`config.mk`:
```
export PLATFORM = sky130hd
export DESIGN_NAME = hls_media_playlist_parser
export DESIGN_NICKNAME = d
export VERILOG_FILES = /design/src/hmpp_pkg.sv /design/src/hls_media_playlist_parser.sv /design/src/hmpp_front.sv /design/src/hmpp_back.sv
export SDC_FILE = /design/constraint.sdc
export NUM_CORES = 2
export LEC_CHECK = 0
export ABC_AREA = 1
export ABC_CLOCK_PERIOD_IN_PS = 11300
export BUFFER_PORTS_ARGS = -buffer_cell sky130_fd_sc_hd__buf_2
export CAP_MARGIN = 20
export CORE_AREA = 2 2 324 326
export CTS_CLUSTER_SIZE = 40
export DETAILED_ROUTE_END_ITERATION = 16
export DIE_AREA = 0 0 326 328
export PLACE_DENSITY = 0.74
export SYNTH_ARGS = -nofsm -noshare
export SYNTH_HDL_FRONTEND = slang
export SYNTH_SLANG_ARGS = --single-unit
```
`constraint.sdc`:
```
create_clock -name i_clk -period 11.3 [get_ports i_clk]
set_input_delay 0.565 -clock i_clk [delete_from_list [all_inputs] [get_ports i_clk]]
set_output_delay 0.565 -clock i_clk [all_outputs]
set_load 0.05 [all_outputs]
```
`src/hmpp_pkg.sv`:
```
// Shared types, constants and tag tables for the HLS media playlist parser.
// Used by hmpp_front, hmpp_back and the top level; no dependencies.
package hmpp_pkg;

    // Limits of the playlist.
    localparam int MAX_SEGMENTS = 32;
    localparam int URI_CAPACITY = 256;
    localparam int SEG_W = ($clog2(MAX_SEGMENTS + 1) > 6) ? $clog2(MAX_SEGMENTS + 1) : 6;
    localparam int UL_W  = $clog2(URI_CAPACITY + 1);

    // Depth of the two small queues.
    localparam int Q_DEPTH = 4;
    localparam int Q_AW    = $clog2(Q_DEPTH);

    // Line classes.
    localparam logic [2:0] LC_TAG  = 3'd0;
    localparam logic [2:0] LC_SEQ  = 3'd1;
    localparam logic [2:0] LC_TGT  = 3'd2;
    localparam logic [2:0] LC_INF  = 3'd3;
    localparam logic [2:0] LC_URI  = 3'd4;
    localparam logic [2:0] LC_SKIP = 3'd5;

    // Main action carried by an operation bundle.
    localparam logic [1:0] MAIN_NONE = 2'd0;
    localparam logic [1:0] MAIN_CHAR = 2'd1;
    localparam logic [1:0] MAIN_EOL  = 2'd2;

    // Record kinds.
    localparam logic [1:0] KIND_URI = 2'd0;
    localparam logic [1:0] KIND_SEG = 2'd1;
    localparam logic [1:0] KIND_FIN = 2'd2;

    // Tags: media sequence, target duration, EXTINF, ENDLIST, header.
    localparam int NUM_TAGS = 5;
    localparam int TAG_BITS = 176;
    localparam logic [TAG_BITS-1:0] TAG_STR [NUM_TAGS] = '{
        TAG_BITS'("#EXT-X-MEDIA-SEQUENCE:"),
        TAG_BITS'("#EXT-X-TARGETDURATION:"),
        TAG_BITS'("#EXTINF:"),
        TAG_BITS'("#EXT-X-ENDLIST"),
        TAG_BITS'("#EXTM3U")
    };
    localparam logic [4:0] TAG_LEN [NUM_TAGS] = '{5'd22, 5'd22, 5'd8, 5'd14, 5'd7};
    localparam int TAG_ENDLIST = 3;
    localparam int TAG_HEADER  = 4;

    localparam logic [31:0] INF_WHOLE_MAX = 32'd4294967;

    typedef struct packed {
        logic [7:0] text_byte;
        logic       last_byte;
    } t_in;

    typedef struct packed {
        logic [1:0]  record_kind;
        logic [7:0]  uri_char;
        logic [4:0]  segment_index;
        logic [31:0] seg_millis;
        logic [31:0] sequence_number;
        logic        parse_ok;
        logic [31:0] base_sequence;
        logic [31:0] target_duration_s;
        logic        end_list_seen;
        logic [5:0]  segment_total;
        logic        last_of_run;
    } t_res;

    // One accepted byte, split into the steps that the back end carries out.
    typedef struct packed {
        logic       cr_char;
        logic [1:0] main;
        logic [7:0] text;
        logic       tail_eol;
        logic       fin;
    } t_op;

    // Character of a tag at a position; only meaningful below the tag length.
    function automatic logic [7:0] tag_char(input logic [TAG_BITS-1:0] s,
                                            input logic [4:0] len,
                                            input logic [4:0] pos);
        logic [TAG_BITS-1:0] sh;
        sh = s >> {len - 5'd1 - pos, 3'b000};
        return sh[7:0];
    endfunction

endpackage

```
`src/hls_media_playlist_parser.sv`:
```
// HLS media playlist parser: one text byte per beat in, records out through a queue.
// The back end runs a byte's steps in order (held CR, the byte itself, a closing line end,
// the final record), one step per cycle unless a new record finds the hold register and the
// result queue both full; a plain byte has one step, a byte four at most. A byte's records
// pass from the operation queue through the hold register into the result queue.
// Reset (synchronous, active low) empties both queues and clears all parser state.
module hls_media_playlist_parser import hmpp_pkg::*; (
    input  logic i_clk,
    input  logic i_rst_n,
    input  logic push,
    output logic full,
    input  t_in  i_item,
    output logic empty,
    input  logic pop,
    output t_res o_res
);

    logic op_valid, op_pop;
    t_op  op;

    // Front end: byte classification and operation queue.
    hmpp_front u_front (
        .i_clk      (i_clk),
        .i_rst_n    (i_rst_n),
        .push       (push),
        .full       (full),
        .i_item     (i_item),
        .o_op_valid (op_valid),
        .o_op       (op),
        .i_op_pop   (op_pop)
    );

    // Back end: parser steps and result queue.
    hmpp_back u_back (
        .i_clk      (i_clk),
        .i_rst_n    (i_rst_n),
        .i_op_valid (op_valid),
        .i_op       (op),
        .o_op_pop   (op_pop),
        .empty      (empty),
        .pop        (pop),
        .o_res      (o_res)
    );

endmodule

```
`src/hmpp_front.sv`:
```
// Front end: handles the held carriage return and turns each byte into an operation bundle.
// Holds the small operation queue towards the back end. Depends on hmpp_pkg.
module hmpp_front import hmpp_pkg::*; (
    input  logic i_clk,
    input  logic i_rst_n,
    input  logic push,
    output logic full,
    input  t_in  i_item,
    output logic o_op_valid,
    output t_op  o_op,
    input  logic i_op_pop
);

    logic            r_cr_held;
    t_op             r_q [Q_DEPTH];
    logic [Q_AW:0]   r_wp, r_rp;
    logic [Q_AW:0]   fill;
    logic            take, is_lf, is_cr;
    t_op             op;

    assign fill       = r_wp - r_rp;
    assign full       = (fill == (Q_AW + 1)'(Q_DEPTH));
    assign take       = push && !full;
    assign o_op_valid = (fill != '0);
    assign o_op       = r_q[r_rp[Q_AW-1:0]];

    assign is_lf = (i_item.text_byte == 8'h0A);
    assign is_cr = (i_item.text_byte == 8'h0D);

    // Classify the beat: a held CR is either a line end or an ordinary character.
    always_comb begin
        op.text     = i_item.text_byte;
        op.fin      = i_item.last_byte;
        op.tail_eol = i_item.last_byte && !is_lf;
        if (r_cr_held && is_lf) begin
            op.cr_char = 1'b0;
            op.main    = MAIN_EOL;
        end else begin
            op.cr_char = r_cr_held;
            if (is_lf) begin
                op.main = MAIN_EOL;
            end else if (is_cr) begin
                op.main = MAIN_NONE;
            end else begin
                op.main = MAIN_CHAR;
            end
        end
    end

    // Queue write side.
    always_ff @(posedge i_clk) begin
        if (take) begin
            r_q[r_wp[Q_AW-1:0]] <= op;
        end
    end

    // Pointers and the held CR.
    always_ff @(posedge i_clk) begin
        if (!i_rst_n) begin
            r_wp      <= '0;
            r_rp      <= '0;
            r_cr_held <= 1'b0;
        end else begin
            if (take) begin
                r_wp      <= r_wp + 1'b1;
                r_cr_held <= is_cr && !i_item.last_byte;
            end
            if (i_op_pop && o_op_valid) begin
                r_rp <= r_rp + 1'b1;
            end
        end
    end

endmodule

```
`src/hmpp_back.sv`:
```
// Back end: runs the parser one step per cycle unless a record waits for room, and queues the records.
// A hold register delays each record until its last-of-run mark is known. Depends on hmpp_pkg.
module hmpp_back import hmpp_pkg::*; (
    input  logic i_clk,
    input  logic i_rst_n,
    input  logic i_op_valid,
    input  t_op  i_op,
    output logic o_op_pop,
    output logic empty,
    input  logic pop,
    output t_res o_res
);

    localparam logic [1:0] ACT_CHAR = 2'd0;
    localparam logic [1:0] ACT_EOL  = 2'd1;
    localparam logic [1:0] ACT_FIN  = 2'd2;
    localparam logic [1:0] ACT_NOP  = 2'd3;

    // Parser state.
    logic             r_hdr, n_hdr, r_err, n_err, r_dp, n_dp, r_endl, n_endl;
    logic [2:0]       r_lc, n_lc, r_nf, n_nf;
    logic [4:0]       r_mp, n_mp, r_tc, n_tc;
    logic [31:0]      r_va, n_va, r_pd, n_pd, r_seq, n_seq, r_tgt, n_tgt;
    logic [9:0]       r_fv, n_fv;
    logic [1:0]       r_fc, n_fc;
    logic [SEG_W-1:0] r_seg, n_seg;
    logic [UL_W-1:0]  r_ul, n_ul;

    // Step sequencing inside one bundle.
    logic [3:0] r_done, pend, cur, rest;
    logic [1:0] act;
    logic [7:0] c;
    logic       final_step, go;

    // Hold register and output queue.
    t_res            r_hold;
    logic            r_h, r_hd, ofull, opush;
    t_res            r_oq [Q_DEPTH];
    logic [Q_AW:0]   r_owp, r_orp, ofill;

    // Combinational step results.
    logic        rec_v;
    t_res        rec;
    logic        dig;
    logic [3:0]  d;
    logic [35:0] mul10;
    logic [4:0]  cand, nc;
    logic        fin_ok;
    logic [9:0]  fscaled;
    logic [32:0] total;
    logic [UL_W-1:0] ul_inc;

    // Pick the first step still pending in the bundle.
    always_comb begin
        pend = {i_op.fin, i_op.tail_eol, i_op.main != MAIN_NONE, i_op.cr_char} & ~r_done;
        c    = i_op.text;
        if (pend[0]) begin
            cur = 4'b0001;
            act = ACT_CHAR;
            c   = 8'h0D;
        end else if (pend[1]) begin
            cur = 4'b0010;
            act = (i_op.main == MAIN_EOL) ? ACT_EOL : ACT_CHAR;
        end else if (pend[2]) begin
            cur = 4'b0100;
            act = ACT_EOL;
        end else if (pend[3]) begin
            cur = 4'b1000;
            act = ACT_FIN;
        end else begin
            cur = 4'b0000;
            act = ACT_NOP;
        end
        rest       = pend & ~cur;
        final_step = (rest == 4'b0000);
    end

    // Digit arithmetic, tag matching and the EXTINF millisecond value.
    always_comb begin
        dig   = (c >= "0") && (c <= "9");
        d     = dig ? 4'(c - "0") : 4'd0;
        mul10 = {4'b0, r_va} * 36'd10 + 36'(d);
        unique case (r_fc)
            2'd0:    fscaled = 10'd0;
            2'd1:    fscaled = 10'(r_fv * 10'd100);
            2'd2:    fscaled = 10'(r_fv * 10'd10);
            default: fscaled = r_fv;
        endcase
        total  = 33'(r_va[22:0]) * 33'd1000 + 33'(fscaled);
        fin_ok = r_nf[1] && !total[32];
        ul_inc = r_ul + 1'b1;
        for (int k = 0; k < NUM_TAGS; k++) begin
            cand[k] = r_tc[k] && (r_hdr ? (k != TAG_HEADER) : (k == TAG_HEADER));
            nc[k]   = cand[k] && (r_mp < TAG_LEN[k]) &&
                      (tag_char(TAG_STR[k], TAG_LEN[k], r_mp) == c);
        end
    end

    // Parser step.
    always_comb begin
        n_hdr = r_hdr; n_err = r_err; n_dp = r_dp; n_endl = r_endl;
        n_lc = r_lc; n_nf = r_nf; n_mp = r_mp; n_tc = r_tc;
        n_va = r_va; n_pd = r_pd; n_seq = r_seq; n_tgt = r_tgt;
        n_fv = r_fv; n_fc = r_fc; n_seg = r_seg; n_ul = r_ul;
        rec_v = 1'b0;
        rec   = '0;
        unique case (act)
            ACT_CHAR: begin
                if (!r_err) begin
                    unique case (r_lc)
                        LC_TAG: begin
                            if (r_hdr && r_mp == 5'd0 && c != "#") begin
                                if (!r_dp || r_seg >= SEG_W'(MAX_SEGMENTS)) begin
                                    n_err = 1'b1;
                                end else begin
                                    // First URI byte: length starts at one.
                                    n_lc  = LC_URI;
                                    n_ul  = UL_W'(1);
                                    rec_v = 1'b1;
                                    rec.record_kind   = KIND_URI;
                                    rec.uri_char      = c;
                                    rec.segment_index = r_seg[4:0];
                                end
                            end else begin
                                n_tc = nc;
                                n_mp = r_mp + 5'd1;
                                if (nc == 5'd0) begin
                                    if (!r_hdr) begin
                                        n_err = 1'b1;
                                    end else begin
                                        n_lc = LC_SKIP;
                                    end
                                end else begin
                                    for (int k = 0; k < 3; k++) begin
                                        if (nc[k] && (r_mp + 5'd1) == TAG_LEN[k]) begin
                                            n_lc = 3'(k + 1);
                                            n_va = '0; n_fv = '0; n_fc = '0; n_nf = '0;
                                        end
                                    end
                                end
                            end
                        end
                        LC_SEQ, LC_TGT: begin
                            if (!dig || mul10 > 36'hFFFFFFFF) begin
                                n_err = 1'b1;
                            end else begin
                                n_va = mul10[31:0];
                                n_nf = r_nf | 3'b010;
                            end
                        end
                        LC_INF: begin
                            if (c == ",") begin
                                if (fin_ok) begin
                                    n_pd = total[31:0];
                                    n_dp = 1'b1;
                                end else begin
                                    n_err = 1'b1;
                                end
                                n_lc = LC_SKIP;
                            end else if (c == ".") begin
                                if (r_nf[0]) begin
                                    n_err = 1'b1;
                                end else begin
                                    n_nf = r_nf | 3'b001;
                                end
                            end else if (!dig) begin
                                n_err = 1'b1;
                            end else if (!r_nf[0]) begin
                                n_nf = r_nf | 3'b010;
                                if (mul10 > 36'(INF_WHOLE_MAX)) begin
                                    n_err = 1'b1;
                                end else begin
                                    n_va = mul10[31:0];
                                end
                            end else begin
                                n_nf = r_nf | 3'b010;
                                if (r_fc < 2'd3) begin
                                    n_fv = 10'(r_fv * 10'd10) + 10'(d);
                                    n_fc = r_fc + 2'd1;
                                end
                            end
                        end
                        LC_URI: begin
                            if (ul_inc >= UL_W'(URI_CAPACITY)) begin
                                n_err = 1'b1;
                            end else begin
                                n_ul  = ul_inc;
                                rec_v = 1'b1;
                                rec.record_kind   = KIND_URI;
                                rec.uri_char      = c;
                                rec.segment_index = r_seg[4:0];
                            end
                        end
                        default: begin
                        end
                    endcase
                end
            end
            ACT_EOL: begin
                if (!r_err) begin
                    if (!r_hdr) begin
                        if (r_lc == LC_TAG && r_tc[TAG_HEADER] && r_mp == TAG_LEN[TAG_HEADER]) begin
                            n_hdr = 1'b1;
                        end else begin
                            n_err = 1'b1;
                        end
                    end else if (r_lc == LC_SEQ || r_lc == LC_TGT) begin
                        if (!r_nf[1]) begin
                            n_err = 1'b1;
                        end else if (r_lc == LC_SEQ) begin
                            n_seq = r_va;
                        end else begin
                            n_tgt = r_va;
                        end
                    end else if (r_lc == LC_INF) begin
                        if (fin_ok) begin
                            n_pd = total[31:0];
                            n_dp = 1'b1;
                        end else begin
                            n_err = 1'b1;
                        end
                    end else if (r_lc == LC_URI) begin
                        rec_v = 1'b1;
                        rec.record_kind     = KIND_SEG;
                        rec.segment_index   = r_seg[4:0];
                        rec.seg_millis      = r_pd;
                        rec.sequence_number = r_seq + 32'(r_seg);
                        n_seg = r_seg + 1'b1;
                        n_dp  = 1'b0;
                    end else if (r_lc == LC_TAG) begin
                        if (r_tc[TAG_ENDLIST] && r_mp == TAG_LEN[TAG_ENDLIST]) begin
                            n_endl = 1'b1;
                        end
                    end
                end
                // Every line end restarts the line scan.
                n_lc = LC_TAG; n_mp = '0; n_tc = '1; n_ul = '0;
                n_va = '0; n_fv = '0; n_fc = '0; n_nf = '0;
            end
            ACT_FIN: begin
                rec_v = 1'b1;
                rec.record_kind       = KIND_FIN;
                rec.parse_ok          = !r_err && r_hdr && (r_seg != '0) && !r_dp &&
                                        (r_tgt != '0);
                rec.base_sequence     = r_seq;
                rec.target_duration_s = r_tgt;
                rec.end_list_seen     = r_endl;
                rec.segment_total     = r_seg[5:0];
                // Start a fresh playlist.
                n_hdr = 1'b0; n_err = 1'b0; n_dp = 1'b0; n_endl = 1'b0;
                n_lc = LC_TAG; n_mp = '0; n_tc = '1; n_ul = '0;
                n_va = '0; n_fv = '0; n_fc = '0; n_nf = '0;
                n_pd = '0; n_seq = '0; n_tgt = '0; n_seg = '0;
            end
            default: begin
            end
        endcase
    end

    // A step runs when its record, if any, has room: the hold register is free or the result queue is not full.
    assign ofill    = r_owp - r_orp;
    assign ofull    = (ofill == (Q_AW + 1)'(Q_DEPTH));
    assign empty    = (ofill == '0);
    assign o_res    = r_oq[r_orp[Q_AW-1:0]];
    assign go       = i_op_valid && (!r_h || !rec_v || !ofull);
    assign o_op_pop = go && final_step;
    assign opush    = r_h && (r_hd || (go && rec_v)) && !ofull;

    // Parser registers.
    always_ff @(posedge i_clk) begin
        if (!i_rst_n) begin
            r_hdr <= 1'b0; r_err <= 1'b0; r_dp <= 1'b0; r_endl <= 1'b0;
            r_lc <= LC_TAG; r_nf <= '0; r_mp <= '0; r_tc <= '1;
            r_va <= '0; r_pd <= '0; r_seq <= '0; r_tgt <= '0;
            r_fv <= '0; r_fc <= '0; r_seg <= '0; r_ul <= '0;
            r_done <= '0;
        end else if (go) begin
            r_hdr <= n_hdr; r_err <= n_err; r_dp <= n_dp; r_endl <= n_endl;
            r_lc <= n_lc; r_nf <= n_nf; r_mp <= n_mp; r_tc <= n_tc;
            r_va <= n_va; r_pd <= n_pd; r_seq <= n_seq; r_tgt <= n_tgt;
            r_fv <= n_fv; r_fc <= n_fc; r_seg <= n_seg; r_ul <= n_ul;
            r_done <= final_step ? 4'b0000 : (r_done | cur);
        end
    end

    // Hold register: the mark is set once the bundle has no steps left.
    always_ff @(posedge i_clk) begin
        if (!i_rst_n) begin
            r_h  <= 1'b0;
            r_hd <= 1'b0;
        end else if (go && rec_v) begin
            r_h  <= 1'b1;
            r_hd <= final_step;
        end else if (opush) begin
            r_h  <= 1'b0;
            r_hd <= 1'b0;
        end else if (go && final_step && r_h) begin
            r_hd <= 1'b1;
        end
    end

    always_ff @(posedge i_clk) begin
        if (go && rec_v) begin
            r_hold <= rec;
        end
    end

    // Output queue.
    always_ff @(posedge i_clk) begin
        if (opush) begin
            r_oq[r_owp[Q_AW-1:0]] <= '{
                record_kind:       r_hold.record_kind,
                uri_char:          r_hold.uri_char,
                segment_index:     r_hold.segment_index,
                seg_millis:        r_hold.seg_millis,
                sequence_number:   r_hold.sequence_number,
                parse_ok:          r_hold.parse_ok,
                base_sequence:     r_hold.base_sequence,
                target_duration_s: r_hold.target_duration_s,
                end_list_seen:     r_hold.end_list_seen,
                segment_total:     r_hold.segment_total,
                last_of_run:       r_hd
            };
        end
    end

    always_ff @(posedge i_clk) begin
        if (!i_rst_n) begin
            r_owp <= '0;
            r_orp <= '0;
        end else begin
            if (opush) begin
                r_owp <= r_owp + 1'b1;
            end
            if (pop && !empty) begin
                r_orp <= r_orp + 1'b1;
            end
        end
    end

endmodule
```
Word-level counts from Yosys, hierarchy flattened --
Memory sizes are Yosys's and may differ from the RTL's. A register that Yosys moved wholly into a read port is not among the register bits. Cells that the tools add are included.
Word-level totals: register bits 344, RAM bits 660, output and inout port bits 154, word-level logic and storage cells 451, memories 2
Memories:
- u_back.r_oq | depth 4, bits a word 152, rd ports 1, clocked after Yosys merged registers in 1, wr ports 1, line hmpp_back.sv:38 | t_res r_oq [Q_DEPTH];
- u_front.r_q | depth 4, bits a word 13, rd ports 1, clocked after Yosys merged registers in 1, wr ports 1, line hmpp_front.sv:15 | t_op r_q [Q_DEPTH];
Operators by class: add/sub/neg operators 19, multiply operators 4, magnitude comparators 11, eq/ne operators 67, shifts and indexed selects 5, multiplexer cells 206, bitwise logic cells 9, reduce and logical (&&, ||, !) cells 93
Operators with widths (count):
- 32-bit two-way mux | 30
- 174-bit by 8-bit >> shifter with 8-bit output, first input constant | 2
- 69-bit two-way mux | 5
- 32-bit one-hot mux with 2 select lines | 3
- 32-bit one-hot mux with 3 select lines | 2
- 10-bit two-way mux | 11
- 110-bit by 8-bit >> shifter with 8-bit output, first input constant | 1
- 2-bit two-way mux | 33
- 1-bit two-way mux | 62
- 62-bit by 8-bit >> shifter with 8-bit output, first input constant | 1
- 54-bit by 8-bit >> shifter with 8-bit output, first input constant | 1
- 1-bit logical AND | 41
- 8-bit == test | 5
- 10-bit one-hot mux with 2 select lines | 2
- 36-bit by 4-bit adder with 36-bit output | 1
- 36-bit by 23-bit greater-than comparator with 1-bit output, second input constant | 1
- 36-bit by 32-bit greater-than comparator with 1-bit output, second input constant | 1
- 9-bit two-way mux | 4
- 9-bit one-hot mux with 2 select lines | 2
- 32-bit by 3-bit multiplier with 35-bit output, second input constant | 1
- 33-bit by 10-bit adder with 33-bit output | 1
- 32-bit by 6-bit adder with 32-bit output | 1
- 32-bit nonzero test | 1
- 23-bit by 7-bit multiplier with 30-bit output, second input constant | 1
- other kinds (84) | 201

Depth between registers and ports, before layout --
depth after elaboration 19, mapped depth 43

Hierarchy --
Synthesis repeated with hierarchy kept, for this count alone.
Second synthesis, totals: cell total of the unflattened synthesis 5322, area total of the unflattened synthesis 51001.4 um^2
By module, submodules not included:
- hmpp_back | times used 1, cells an instance 5097, area an instance 48445.2 um^2
- hmpp_front | times used 1, cells an instance 225, area an instance 2556.2 um^2

Worst setup path before layout --
No wires, ideal clock.
path type reg2reg, from reg with a tool-made name, to reg u_back.r_owp[2], arrival 11.792 ns, data required time 11.183 ns, setup slack -0.610 ns, stages on the path, launching flop included 25, period minus slack after synthesis 11.910 ns, cell sequence dfxtp_1 -> buf_6 -> buf_2 -> nand2_1 -> a32o_1 -> o221ai_1 -> nand2_1 -> inv_1 -> nor2_1 -> nand2_1 -> inv_1 -> nor3_1 -> ha_1 -> clkbuf_1 -> inv_1 -> nor2_1 -> inv_1 -> clkbuf_1 -> a31oi_1 -> nand2_2 -> inv_2 -> o21bai_4 -> nor2_1 -> o21ai_0 -> a21oi_1
RTL lines:
- end signal, assigned | line hmpp_back.sv:333 | r_owp <= r_owp + 1'b1;
- end, declared | line hmpp_back.sv:39 | logic [Q_AW:0] r_owp, r_orp, ofill;

==> flow_summary.rst <==
.. list-table::
   :header-rows: 1

   * - Metric
     - Value
   * - Peak fanout along the critical path
     - between 100 and 150
   * - Worst endpoint data arrival time
     - between 7 and 8 ns
   * - Distinct cell type count after synthesis
     - 71
   * - Overall global routing resource usage
     - between 20% and 30%
   * - Post-route setup TNS
     - 0 ns
   * - Initial antenna violation count
     - 3
   * - Remaining Overflow, GRT
     - 0
   * - Post-synth EDFFs
     - 811
   * - Share of flip-flops with an asynchronous set or reset
     - 0%
   * - Number of global-route vias before repair
     - approximately 36,000
   * - Biggest area consumer among synthesized cells
     - sky130_fd_sc_hd__edfxtp_1
   * - Vias per cell
     - ~5.5
   * - Skew-Pair Late Insertion Delay
     - ~0.66 ns
   * - Final weighted congestion in routability-driven placement
     - about 0.97
   * - Area growth from synthesis to final layout
     - 10.2%
   * - Number of DRC markers after the initial detailed-route iteration
     - 3,781
   * - Slew at the pin with the worst max-slew slack
     - roughly 1.3 ns
   * - Top post-synthesis cells by area
     - sky130_fd_sc_hd__edfxtp_1 48%, sky130_fd_sc_hd__dfxtp_1 7.7%, sky130_fd_sc_hd__nand2_1 6.4%
   * - Global-route wire length before repair
     - 199 mm
   * - Fraction of the core area covered by cells at the end of the flow
     - between 50% and 60%
   * - Pwr/cell area
     - between 200 and 300 mW/mm^2
   * - Worst Setup End Kind
     - register
   * - CTS Root Cell
     - sky130_fd_sc_hd__clkbuf_16
   * - Setup repair after global routing missed its margin
     - no
   * - Average routed wire per standard cell
     - 18.3 um
   * - Run status
     - finished, final reports clean
   * - Critical path class
     - register to register
   * - Post-synthesis net count
     - roughly 5,700
   * - PostCTS Resize Cnt
     - 0
   * - PortBufs
     - between 150 and 200
   * - Final setup violation count
     - 0
   * - Post-synth top area share
     - a little under half
   * - Initial core utilization
     - approximately half
   * - Most used flip-flop cell after synthesis
     - sky130_fd_sc_hd__edfxtp_1
   * - Data required time of the critical path
     - 11.57 ns
   * - Instance area after placement
     - ~0.053 sq mm
   * - Max Clock Freq
     - 0.143 GHz
   * - Clock Pin Slew Worst Setup and Hold Paths
     - 0.06 ns
   * - Hold buffer count at cts
     - 0
   * - Drt pass-1 iters
     - 6
   * - Via total after detailed routing
     - approximately 38,000
   * - Overall die area
     - ~0.11 sq mm
   * - Yosys Warn Count
     - 0
   * - Clock tree sinks
     - 1,008
   * - Fin Clk Skew
     - about 0.021 ns
   * - Cell depth of the worst hold path
     - 1
   * - Fin nets
     - between 5,000 and 6,000
   * - Seq/Total Area, Yosys
     - a little under three fifths
   * - # Post-CTS Setup Buffers
     - 0
   * - Critical path startpoint category
     - register
   * - HPWL after detailed placement
     - about 85 mm
   * - Core Footprint
     - ~0.10 sq mm
   * - Period Utilization, post-route
     - between 60% and 70%
   * - Peak supply drop
     - 0.205 mV
   * - Post-layout min period
     - around 7 ns
   * - Total Routed Length
     - between 100 and 150 mm
   * - CTS tree
     - done
   * - Placed insts
     - just under 7,000
   * - Number of primary I/O pins
     - between 150 and 200
   * - Final Hold Fails
     - 0
   * - Most common library cell in the layout ignoring fill and taps
     - sky130_fd_sc_hd__nand2_1
   * - Total chip power
     - 15.6 mW
   * - Antenna violation net count after detailed routing
     - 0
   * - Post-route cell area
     - 0.0565 sq mm
   * - Pin count of the biggest net entering global routing
     - between 200 and 250
   * - Setup slack, reg-to-reg
     - roughly 4.3 ns
   * - Path depth of the worst reg2reg path
     - 25
   * - Worst path most repeated cell
     - sky130_fd_sc_hd__inv_1
   * - Cell Area, Synth
     - 0.0512 sq mm
   * - Commonest cells after routing, fill and taps aside
     - 870 x sky130_fd_sc_hd__nand2_1, 811 x sky130_fd_sc_hd__edfxtp_1, 733 x sky130_fd_sc_hd__nor2_1
   * - Synthesized area per cell
     - 9.55 sq um
   * - Max-slew headroom at the worst pin
     - between 10 and 15%
   * - Pre-CTS setup slack
     - roughly 4.2 ns
   * - Number of flip-flops and latches in the synthesized netlist
     - between 1,000 and 1,500
   * - Static power due to leakage
     - between 20 and 25 nW
   * - Gate Count Post-Synth
     - about 5,400
   * - Hold WC Path Type
     - primary input to register
   * - Non-filler instance count after layout
     - around 7,000
   * - Count of fill cells added during filler insertion
     - between 8,000 and 9,000
   * - Setup WS post-layout
     - 4.30 ns
   * - Share of post-route cells with drive strength above 1
     - 7.99%
   * - Width of the die
     - approximately 330 um
   * - # H-tree levels
     - 3
   * - Number of max-slew violations in the final report
     - 0
   * - Die height
     - 328 um
   * - Worst hold margin
     - ~0.14 ns
   * - Max Cap Violations
     - 0
   * - Clk buf depth
     - 3
   * - Number of remaining DRC errors
     - 0
   * - Longest individual stage delay on the worst path
     - ~0.93 ns
   * - Cell at the slowest stage of the critical path
     - sky130_fd_sc_hd__dfxtp_1
   * - Number of buffers created by CTS
     - 98
   * - Core Rows
     - 118
[path summary, 6_finish.rpt]
check,from,to
max,register,u_back.r_oq[2][97]
min,i_item[5],u_front.r_q[2][6]
max reg2reg,register,u_back.r_oq[2][97]
min reg2reg,u_back.r_pd[27],u_back.r_pd[27]
[per-layer routing]
metal	track usage [%]	routed length [um]	up-vias
li1	-	-	18400
met1	31.2	54300	18500
met2	38.8	60400	1220
met3	3.07	7380	233
met4	9.00	4670	2
met5	0	12	-
[cell families after synthesis]
logic type | after synthesis | synth area share (%)
AO/OA/AOI/OAI | 1059 | 11.3
flip-flops | 1008 | 55.2
buffers and inverters | 856 | 6.59
adder cells (fa/ha/maj) | 297 | 8.57
XOR/XNOR | 73 | 1.26
AND/OR/NAND/NOR | 2072 | 17.0
[final cells by class]
cell class                 count  area [sq um]  area share, %
clock inverter                66           671           1.19
clock buffer                 114          2530           4.49
tap                         1380          1730           3.06
sequential                  1008         28300           50.1
inverter                     651          2460           4.36
timing repair buffer         193          1160           2.05
antenna                        1          2.50        0.00443
multi-input combinational   3501         19600           34.7
[flip-flops by register name, indices dropped and copies added (netlist names), 4 cells and up, named ones only]
signal and cells:
u_back.r_seq 32, u_back.r_seg 6, u_back.r_ul 9, u_back.r_done 4, u_back.r_hold 151, u_back.r_mp 5
u_back.r_pd 32, u_back.r_tgt 32, u_front.r_q 52, u_back.r_va 32, u_back.r_fv 10, u_back.r_oq 608
u_back.r_tc 5
[synthesized netlist by cell type, types with 21 or more instances]
| library cell | n |
|---|---|
| sky130_fd_sc_hd__ha_1 | 207 |
| sky130_fd_sc_hd__inv_1 | 625 |
| sky130_fd_sc_hd__edfxtp_1 | 811 |
| sky130_fd_sc_hd__a21oi_1 | 295 |
| sky130_fd_sc_hd__buf_2 | 24 |
| sky130_fd_sc_hd__nand2_1 | 870 |
| sky130_fd_sc_hd__nand4_1 | 50 |
| sky130_fd_sc_hd__a211oi_1 | 31 |
| sky130_fd_sc_hd__o21ai_0 | 484 |
| sky130_fd_sc_hd__fa_1 | 90 |
| sky130_fd_sc_hd__nor2_1 | 737 |
| sky130_fd_sc_hd__nand3_1 | 235 |
| sky130_fd_sc_hd__clkbuf_1 | 156 |
| sky130_fd_sc_hd__o22ai_1 | 159 |
| sky130_fd_sc_hd__dfxtp_1 | 197 |
| sky130_fd_sc_hd__xor2_1 | 46 |
| sky130_fd_sc_hd__nor3_1 | 66 |
| sky130_fd_sc_hd__xnor2_1 | 26 |
| sky130_fd_sc_hd__nor4_1 | 21 |
[report_power, final]
group	internal (mW)	switching, mW	total (mW)	leakage [nW]
Clock	1.87	1.39	3.26	1.57
Sequential	4.61	0.413	5.02	8.98
Combinational	1.96	5.39	7.35	11.8
Total	8.43	7.20	15.6	22.3
[worst max-delay path, delay by kind of cell (launching register included)]
family                   cells  cell delay (ns)
buffers and inverters       11             2.65
AND/OR/NAND/NOR             10             1.75
flip-flops                   1             0.93
AO/OA/AOI/OAI                3             0.57
adder cells (fa/ha/maj)      1             0.33
(Power assumes the default switching activity.)
